**src/rtl/gi_pkg.sv**
```systemverilog
package gi_pkg;

  // fixed field widths
  localparam int AMP_W      = 18;  // signed q1.16 amplitude
  localparam int ROOT_W     = 17;  // unsigned square root
  localparam int PROB_W     = 17;  // unsigned q1.16 probability
  localparam int REM_W      = 19;  // square root partial remainder
  localparam int RAD_W      = 34;  // radicand, probability << 16, even width
  localparam int NV_W       = 19;  // new amplitude after inversion
  localparam int MAG_W      = 18;
  localparam int PROD_W     = 36;
  localparam int TGT_W      = 3;
  localparam int SIDX_W     = 3;
  localparam int SQRT_STEPS = 17;
  localparam int SQRT_CNT_W = 5;

  localparam logic [PROB_W-1:0] ONE_Q16      = 17'h10000;
  localparam logic [TGT_W-1:0]  TARGET_RESET = 3'd5;

  typedef enum logic [2:0] {
    ST_IDLE,
    ST_SQRT,
    ST_ACCUM,
    ST_RD,
    ST_NV,
    ST_MUL,
    ST_OUT
  } gi_state_t;

  typedef struct packed {
    logic load_in;
    logic sqrt_step;
    logic accum;
    logic calc_nv;
    logic calc_mul;
    logic emit_done;
  } gi_cmd_t;

  typedef struct packed {
    logic sqrt_done;
    logic idx_last;
  } gi_sts_t;

endpackage

```
**src/rtl/gi_ram.sv**
```systemverilog
module gi_ram #(
  parameter int WIDTH = 18,
  parameter int DEPTH = 8
) (
  input  logic                     clk,
  input  logic                     we,
  input  logic [$clog2(DEPTH)-1:0] waddr,
  input  logic [WIDTH-1:0]         wdata,
  input  logic [$clog2(DEPTH)-1:0] raddr,
  output logic [WIDTH-1:0]         rdata
);

  logic [WIDTH-1:0] mem [DEPTH];

  always_ff @(posedge clk) begin
    if (we) begin
      mem[waddr] <= wdata;
    end
    rdata <= mem[raddr];
  end

endmodule

```
**src/rtl/gi_ctrl.sv**
```systemverilog
module gi_ctrl import gi_pkg::*; (
  input  logic    clk,
  input  logic    rst_n,
  input  logic    in_valid,
  input  logic    out_ready,
  input  gi_sts_t sts,
  output logic    in_ready,
  output logic    out_valid,
  output gi_cmd_t cmd
);

  gi_state_t state_r, state_nxt;

  always_ff @(posedge clk) begin
    if (!rst_n) begin
      state_r <= ST_IDLE;
    end else begin
      state_r <= state_nxt;
    end
  end

  always_comb begin
    state_nxt = state_r;
    case (state_r)
      ST_IDLE:  if (in_valid) state_nxt = ST_SQRT;
      ST_SQRT:  if (sts.sqrt_done) state_nxt = ST_ACCUM;
      ST_ACCUM: state_nxt = sts.idx_last ? ST_RD : ST_IDLE;
      ST_RD:    state_nxt = ST_NV;
      ST_NV:    state_nxt = ST_MUL;
      ST_MUL:   state_nxt = ST_OUT;
      ST_OUT:   if (out_ready) state_nxt = sts.idx_last ? ST_IDLE : ST_RD;
      default:  state_nxt = ST_IDLE;
    endcase
  end

  always_comb begin
    in_ready      = 1'b0;
    out_valid     = 1'b0;
    cmd           = '0;
    case (state_r)
      ST_IDLE: begin
        in_ready    = 1'b1;
        cmd.load_in = in_valid;
      end
      ST_SQRT:  cmd.sqrt_step = 1'b1;
      ST_ACCUM: cmd.accum     = 1'b1;
      ST_RD:    cmd           = '0;
      ST_NV:    cmd.calc_nv   = 1'b1;
      ST_MUL:   cmd.calc_mul  = 1'b1;
      ST_OUT: begin
        out_valid     = 1'b1;
        cmd.emit_done = out_ready;
      end
      default:  cmd = '0;
    endcase
  end

endmodule

```
**src/rtl/gi_dp.sv**
```systemverilog
module gi_dp import gi_pkg::*; #(
  parameter int QUBITS = 3
) (
  input  logic              clk,
  input  logic              rst_n,
  input  gi_cmd_t           cmd,
  output gi_sts_t           sts,
  input  logic              cfg_wr_en,
  input  logic [TGT_W-1:0]  cfg_wr_data,
  input  logic [PROB_W-1:0] probability,
  input  logic              negative,
  output logic [SIDX_W-1:0] state_index,
  output logic [PROB_W-1:0] out_probability,
  output logic              out_negative,
  output logic              last_entry
);

  localparam int DEPTH = 1 << QUBITS;
  localparam int TOT_W = AMP_W + QUBITS;
  localparam int CMP_W = (QUBITS > TGT_W) ? QUBITS : TGT_W;

  logic [TGT_W-1:0]      target_r;
  logic [QUBITS-1:0]     idx_r;
  logic signed [TOT_W-1:0] total_r;
  logic [SQRT_CNT_W-1:0] cnt_r;
  logic [RAD_W-1:0]      rad_r;
  logic [REM_W-1:0]      rem_r;
  logic [ROOT_W-1:0]     root_r;
  logic                  neg_r;
  logic signed [NV_W-1:0] nv_r;
  logic [PROD_W-1:0]     prod_r;

  logic [PROB_W-1:0]     p_sat;
  logic [REM_W+1:0]      trial;
  logic [REM_W+1:0]      cmp_val;
  logic                  flip;
  logic [AMP_W-1:0]      amp_mag;
  logic [AMP_W-1:0]      amp;
  logic [AMP_W-1:0]      rd_amp;
  logic signed [TOT_W-1:0] twice_mean;
  logic [NV_W-1:0]       nv_nxt;
  logic [NV_W-1:0]       nv_abs;
  logic [MAG_W-1:0]      mag;
  logic [PROD_W-16-1:0]  prob_full;

  assign p_sat   = (probability > ONE_Q16) ? ONE_Q16 : probability;
  assign trial   = {rem_r, rad_r[RAD_W-1 -: 2]};
  assign cmp_val = (REM_W+2)'({root_r, 2'b01});

  assign flip    = neg_r ^ (CMP_W'(idx_r) == CMP_W'(target_r));
  assign amp_mag = {1'b0, root_r};
  assign amp     = flip ? (AMP_W'(0) - amp_mag) : amp_mag;

  // floor(2 * total / 2^qubits) is an arithmetic shift by qubits - 1
  assign twice_mean = total_r >>> (QUBITS - 1);
  assign nv_nxt     = twice_mean[NV_W-1:0] - {rd_amp[AMP_W-1], rd_amp};
  assign nv_abs     = nv_r[NV_W-1] ? (NV_W'(0) - nv_r) : nv_r;
  assign mag        = nv_abs[MAG_W-1:0];

  assign sts.sqrt_done = (cnt_r == SQRT_CNT_W'(SQRT_STEPS - 1));
  assign sts.idx_last  = &idx_r;

  gi_ram #(
    .WIDTH (AMP_W),
    .DEPTH (DEPTH)
  ) u_store (
    .clk   (clk),
    .we    (cmd.accum),
    .waddr (idx_r),
    .wdata (amp),
    .raddr (idx_r),
    .rdata (rd_amp)
  );

  always_ff @(posedge clk) begin
    if (!rst_n) begin
      target_r <= TARGET_RESET;
      idx_r    <= '0;
      total_r  <= '0;
      cnt_r    <= '0;
    end else begin
      if (cfg_wr_en) begin
        target_r <= cfg_wr_data;
      end
      if (cmd.load_in) begin
        cnt_r <= '0;
      end else if (cmd.sqrt_step) begin
        cnt_r <= cnt_r + 1'b1;
      end
      if (cmd.accum) begin
        idx_r   <= idx_r + 1'b1;
        total_r <= total_r + {{QUBITS{amp[AMP_W-1]}}, amp};
      end
      if (cmd.emit_done) begin
        idx_r <= idx_r + 1'b1;
        if (sts.idx_last) begin
          total_r <= '0;
        end
      end
    end
  end

  // restoring square root, one result bit per step
  always_ff @(posedge clk) begin
    if (cmd.load_in) begin
      rad_r  <= {1'b0, p_sat, 16'h0000};
      rem_r  <= '0;
      root_r <= '0;
      neg_r  <= negative;
    end else if (cmd.sqrt_step) begin
      rad_r <= {rad_r[RAD_W-3:0], 2'b00};
      if (trial >= cmp_val) begin
        rem_r  <= REM_W'(trial - cmp_val);
        root_r <= {root_r[ROOT_W-2:0], 1'b1};
      end else begin
        rem_r  <= REM_W'(trial);
        root_r <= {root_r[ROOT_W-2:0], 1'b0};
      end
    end
    if (cmd.calc_nv) begin
      nv_r <= nv_nxt;
    end
    if (cmd.calc_mul) begin
      prod_r <= PROD_W'(mag) * PROD_W'(mag);
    end
  end

  assign prob_full       = prod_r[PROD_W-1:16];
  assign out_probability = (prob_full > (PROD_W-16)'(ONE_Q16)) ? ONE_Q16
                         : prob_full[PROB_W-1:0];
  assign out_negative    = nv_r[NV_W-1];
  assign state_index     = SIDX_W'(idx_r);
  assign last_entry      = sts.idx_last;

endmodule

```
**src/rtl/grover_iteration_core.sv**
```systemverilog
// input entry: an accept state, the square root iteration and a store state
// results: after the last entry the vector streams out, one result at a time, each through
//   memory read, inversion, squaring and output register; a low out_tready holds the result
// one entry in work at a time
// reset (rst_n low, synchronous): controller idle, load position and running sum zero,
//   target_index back to 5; amplitude memory contents are not cleared
module grover_iteration_core import gi_pkg::*; #(
  parameter int QUBITS = 3
) (
  input  logic        clk,
  input  logic        rst_n,
  // input stream
  input  logic        in_tvalid,
  output logic        in_tready,
  input  logic [23:0] in_tdata,    // [16:0] probability, [17] negative, [23:18] zero
  // result stream
  output logic        out_tvalid,
  input  logic        out_tready,
  output logic [23:0] out_tdata,   // [2:0] state_index, [19:3] out_probability,
                                   // [20] out_negative, [23:21] zero
  output logic        out_tlast,   // last_entry
  // target index register
  input  logic        cfg_wr_en,
  input  logic [2:0]  cfg_wr_data
);

  gi_cmd_t           cmd;
  gi_sts_t           sts;
  logic [SIDX_W-1:0] state_index;
  logic [PROB_W-1:0] out_probability;
  logic              out_negative;

  // controller sequences load, root iteration, accumulate and the result sweep
  gi_ctrl u_ctrl (
    .clk       (clk),
    .rst_n     (rst_n),
    .in_valid  (in_tvalid),
    .out_ready (out_tready),
    .sts       (sts),
    .in_ready  (in_tready),
    .out_valid (out_tvalid),
    .cmd       (cmd)
  );

  // datapath holds the amplitude memory, running sum, root unit and squarer
  gi_dp #(
    .QUBITS (QUBITS)
  ) u_dp (
    .clk             (clk),
    .rst_n           (rst_n),
    .cmd             (cmd),
    .sts             (sts),
    .cfg_wr_en       (cfg_wr_en),
    .cfg_wr_data     (cfg_wr_data),
    .probability     (in_tdata[16:0]),
    .negative        (in_tdata[17]),
    .state_index     (state_index),
    .out_probability (out_probability),
    .out_negative    (out_negative),
    .last_entry      (out_tlast)
  );

  // pack result fields, lowest first
  assign out_tdata = {3'b000, out_negative, out_probability, state_index};

endmodule

```
**config.mk**
```make
export PLATFORM = sky130hd
export DESIGN_NAME = grover_iteration_core
export DESIGN_NICKNAME = d
export VERILOG_FILES = /design/src/rtl/gi_pkg.sv /design/src/rtl/gi_ram.sv /design/src/rtl/gi_ctrl.sv /design/src/rtl/gi_dp.sv /design/src/rtl/grover_iteration_core.sv
export SDC_FILE = /design/constraint.sdc
export NUM_CORES = 1
export LEC_CHECK = 0
export BUFFER_PORTS_ARGS = -buffer_cell sky130_fd_sc_hd__buf_2
export CAP_MARGIN = 20
export CELL_PAD_IN_SITES_DETAIL_PLACEMENT = 2
export CELL_PAD_IN_SITES_GLOBAL_PLACEMENT = 2
export CORE_MARGIN = 2
export CORE_UTILIZATION = 46
export CTS_CLUSTER_SIZE = 28
export DETAILED_ROUTE_END_ITERATION = 16
export PLACE_DENSITY_LB_ADDON = 0.12
export SKIP_CTS_REPAIR_TIMING = 1
export SYNTH_ARGS = -nofsm -noshare
export SYNTH_HDL_FRONTEND = slang
export SYNTH_SLANG_ARGS = --single-unit
export TNS_END_PERCENT = 5
```
**constraint.sdc**
```tcl
create_clock -name clk -period 25.1 [get_ports clk]
set_input_delay 1.255 -clock clk [delete_from_list [all_inputs] [get_ports clk]]
set_output_delay 1.255 -clock clk [all_outputs]
set_load 0.02 [all_outputs]
```
==> flow_metrics.env <==
export IMPL_worst_pin_slew_ns=1.179
export IMPL_io_buffers=49
export IMPL_die_w_um=224.2
export IMPL_hp_start="u_dp.total_r[0]"
export IMPL_syn_cell_area_um2=22310
export IMPL_cts_tree="done"
export IMPL_synthMuxAreaShare_pct=0.9927
export IMPL_ys_warn_count=0
export IMPL_max_stage_delay_ns=0.88
export IMPL_antenna_found_initial=1
export IMPL_synth_edf_count=201
export IMPL_hpwl_um=54830
export IMPL_synthAdderAreaFrac_pct=29.13
export IMPL_rsz0062_at_grt="no"
export IMPL_grt_max_degree=43
export IMPL_startpoint_type="register"
export IMPL_rows=80
export IMPL_end_kind="register"
export IMPL_min_to="u_dp.total_r[0]"
export IMPL_required_ns=25.39
export IMPL_hold_violations=0
export IMPL_coreArea_um2=47850
export IMPL_setup_slack_ns=15.15
export IMPL_die_h_um=224.2
export IMPL_r2r_cells=29
export IMPL_wl_um=73760
export IMPL_viasPerCell=5.830
export IMPL_seq_area_frac_synth_pct=35.13
export IMPL_synth_distinct_cells=70
export IMPL_root_buffer="clkbuf_16"
export IMPL_ios=59
export IMPL_ys_ff_latch=291
export IMPL_first_pass_iters=5
export IMPL_synth_top_family_by_area="adder cells"
export IMPL_drc_errors=0
export IMPL_holdPathStages=2
export IMPL_grt_pass1_wl_um=113800
export IMPL_ant_nets=0
export IMPL_wire_per_inst_um=25.65
export IMPL_first_iter_violations=824
export IMPL_clock_sinks=291
export IMPL_grtUsageTotal_pct=29.63
export IMPL_synth_compound_area_share_pct=11.22
export IMPL_initial_core_util_pct=46.63
export IMPL_drive_gt1_share_pct=7.434
export IMPL_powerDensity_nw_per_um2=146.6
export IMPL_nNetsFinal=2653
export IMPL_period_needed_ns=9.949
export IMPL_whs_ns=0.4681
export IMPL_regToRegStartpoint="u_dp.nv_r[0]"
export IMPL_grt_ovfl_total=0
export IMPL_finClkSkew_ns=0.03181
export IMPL_crit_path_top_delay_cell="a221oi_1"
export IMPL_clock_path_buffers=3
export IMPL_num_vias=16770
export IMPL_p_leak_nw=10.92
export IMPL_drv_cap=0
export IMPL_insertion_delay_ns=0.56
export IMPL_grt_pass1_vias=19440
export IMPL_cts_max_level=2
export IMPL_async_flop_share_pct=0
export IMPL_clk_pin_slew_ns=0.06
export IMPL_synthSimpleGateAreaFrac_pct=11.28
export IMPL_hold_class="register to register"
export IMPL_slew_headroom_pct=21.34
export IMPL_slew_viol_final=0
export IMPL_setup_viol=0
export IMPL_outcome="finished, final reports clean"
export IMPL_regToRegSetupSlack_ns=15.15
export IMPL_critPathArrivalTime_ns=10.24
export IMPL_die_area_um2=50270
export IMPL_preCtsSetupSlack_ns=15.20
export IMPL_critPathMaxFanout=12
export IMPL_gp_congestion=0.7981
export IMPL_tns_ns=0
export IMPL_syn_inst=2180
export IMPL_area_delta_synth_final_pct=10.77
export IMPL_cts_buffers_inserted=35
export IMPL_fmax_ghz=0.1005
export IMPL_ir_worst_vdd_uv=117.5
export IMPL_finalCritPeriodShare_pct=39.64
export IMPL_reg2reg_to="u_dp.prod_r[31]"
export IMPL_crit_type="register to register"
export IMPL_yosys_most_used_dff="edfxtp_1"
export IMPL_synth_xor_xnor_area_share_pct=4.509
export IMPL_avgSynthCellArea_um2=10.23
==> critical path, delay by kind of cell (launching register included) <==
family,cells,cell delay (ns)
fa+ha+maj,8,3.50
compound gates,8,3.07
buf+inv,8,1.35
simple gates,3,0.87
flops,1,0.58
xor+xnor,2,0.30
==> synth_stat cells, types with 4 or more instances <==
cell type	number	area (µm²)
inv_1	378	1419
fa_1	219	4384
edfxtp_1	201	6036
ha_1	169	2115
nand2_1	168	630.6
nor2_1	146	548.0
a21oi_1	93	465.5
dfxtp_1	90	1802
xnor2_1	82	718.2
o21ai_0	81	405.4
a22oi_1	72	540.5
clkbuf_1	59	221.5
nand3_1	37	185.2
nand4_1	31	193.9
xor2_1	31	271.5
nor3_1	28	140.1
and2_1	23	143.9
a21o_1	21	157.7
mux2i_1	21	210.2
and3_1	16	100.1
o31ai_1	16	120.1
a22o_1	15	131.4
nor2b_1	15	93.84
nor4_1	12	75.07
a211oi_1	11	82.58
o21a_1	11	82.58
nor3b_1	8	60.06
o21bai_1	8	60.06
nand2b_1	7	43.79
o41ai_1	7	61.31
and4_1	6	52.55
or2_2	6	37.54
or3_1	6	37.54
a2111oi_0	5	43.79
a31oi_1	5	31.28
clkinv_1	5	18.77
nand3b_1	5	37.54
o211ai_1	5	37.54
buf_1	4	15.01
buf_4	4	30.03
or4_4	4	45.04
==> cell type report <==
| type | instances | area, µm² |
|---|---|---|
| multi-input cells | 1437 | 12840 |
| fillers | 4835 | 23130 |
| clock inverters | 17 | 252.7 |
| clock buffers | 47 | 940.9 |
| well taps | 615 | 769.5 |
| flip-flops and latches | 291 | 7838 |
| repair buffers | 84 | 630.6 |
| diodes | 1 | 2.502 |
| inverters | 384 | 1441 |
==> cell usage in the layout (no fill, tap or decap), types with 7 or more instances in the layout <==
master	n
a211oi_1	11
a21o_1	21
a21oi_1	93
a22o_1	15
a22oi_1	72
and2_1	23
and3_1	16
buf_2	49
buf_4	26
clkbuf_1	10
clkbuf_16	35
clkinv_1	10
dfxtp_1	90
edfxtp_1	201
fa_1	219
ha_1	169
inv_1	378
mux2i_1	21
nand2_1	168
nand2b_1	7
nand3_1	37
nand4_1	31
nor2_1	144
nor2b_1	15
nor3_1	25
nor4_1	12
o21a_1	11
o21ai_0	81
o21bai_1	8
o31ai_1	16
o41ai_1	7
xnor2_1	82
xor2_1	31
==> routing by layer <==
layer / global-route usage (%) / vias to the layer above / wire, µm
met5: 0 / - / 0
met4: 10.64 / 0 / 2280
met3: 3.122 / 122 / 2075
met2: 57.80 / 319 / 40790
met1: 33.13 / 8881 / 28620
li1: - / 7445 / -
==> cells by family after synthesis <==
logic type | after synthesis
muxes | 22
AOI/OAI and AO/OA | 381
buffers and inverters | 454
xor gates and xnor gates | 114
and+or+nand+nor | 529
other | 1
adders and majority gates | 388
DFF | 291
==> power by group <==
group	total (W)	internal, W	switching, W	leakage, nW
sequential	0.000738	0.000698	0.0000393	2.59
clock	0.000533	0.000318	0.000215	0.567
combinational	0.00235	0.000904	0.00145	7.77
total	0.00362	0.00192	0.00170	10.9
==> sequential cells by signal, indices dropped and copies added, names as in the netlist <==
| register | count |
|---|---|
| u_dp.total_r | 21 |
| u_dp.state_index | 3 |
| u_ctrl.state_r | 3 |
| u_dp.root_r | 17 |
| u_dp.prod_r | 20 |
| u_dp.neg_r | 1 |
| u_dp.rad_r | 18 |
| u_dp.u_store.rdata | 18 |
| u_dp.cnt_r | 5 |
| u_dp.rem_r | 19 |
| u_dp.u_store.mem | 144 |
| u_dp.target_r | 3 |
| u_dp.nv_r | 19 |
==> metrics by stage <==
step	cell area, µm²	total power (W)	instances	util, %
2_1_floorplan	22320	0.002337	2182	-
3_3_place_gp	23320	0.002894	2801	48.73
3_5_place_dp	23420	0.003079	2805	48.94
4_1_cts	24610	0.003651	2869	51.43
5_1_grt	24710	0.003916	2876	51.65
6_report	24710	0.003622	2876	51.65
==> worst max path at each step <==
| stage | start | end | slack (ns) | depth (start not counted) |
|---|---|---|---|---|
| 2_1_floorplan | u_dp.nv_r[0] | u_dp.prod_r[29] | 17.22 | 29 |
| 3_3_place_gp | u_dp.nv_r[0] | u_dp.prod_r[31] | 15.69 | 29 |
| 3_5_place_dp | u_dp.nv_r[0] | u_dp.prod_r[31] | 15.20 | 29 |
| 4_1_cts | u_dp.nv_r[0] | u_dp.prod_r[31] | 15.12 | 29 |
| 5_1_grt | u_dp.nv_r[0] | u_dp.prod_r[31] | 14.47 | 29 |
| 6_report | u_dp.nv_r[0] | u_dp.prod_r[31] | 15.15 | 29 |
Note: power is estimated with default switching activity, not from simulation.
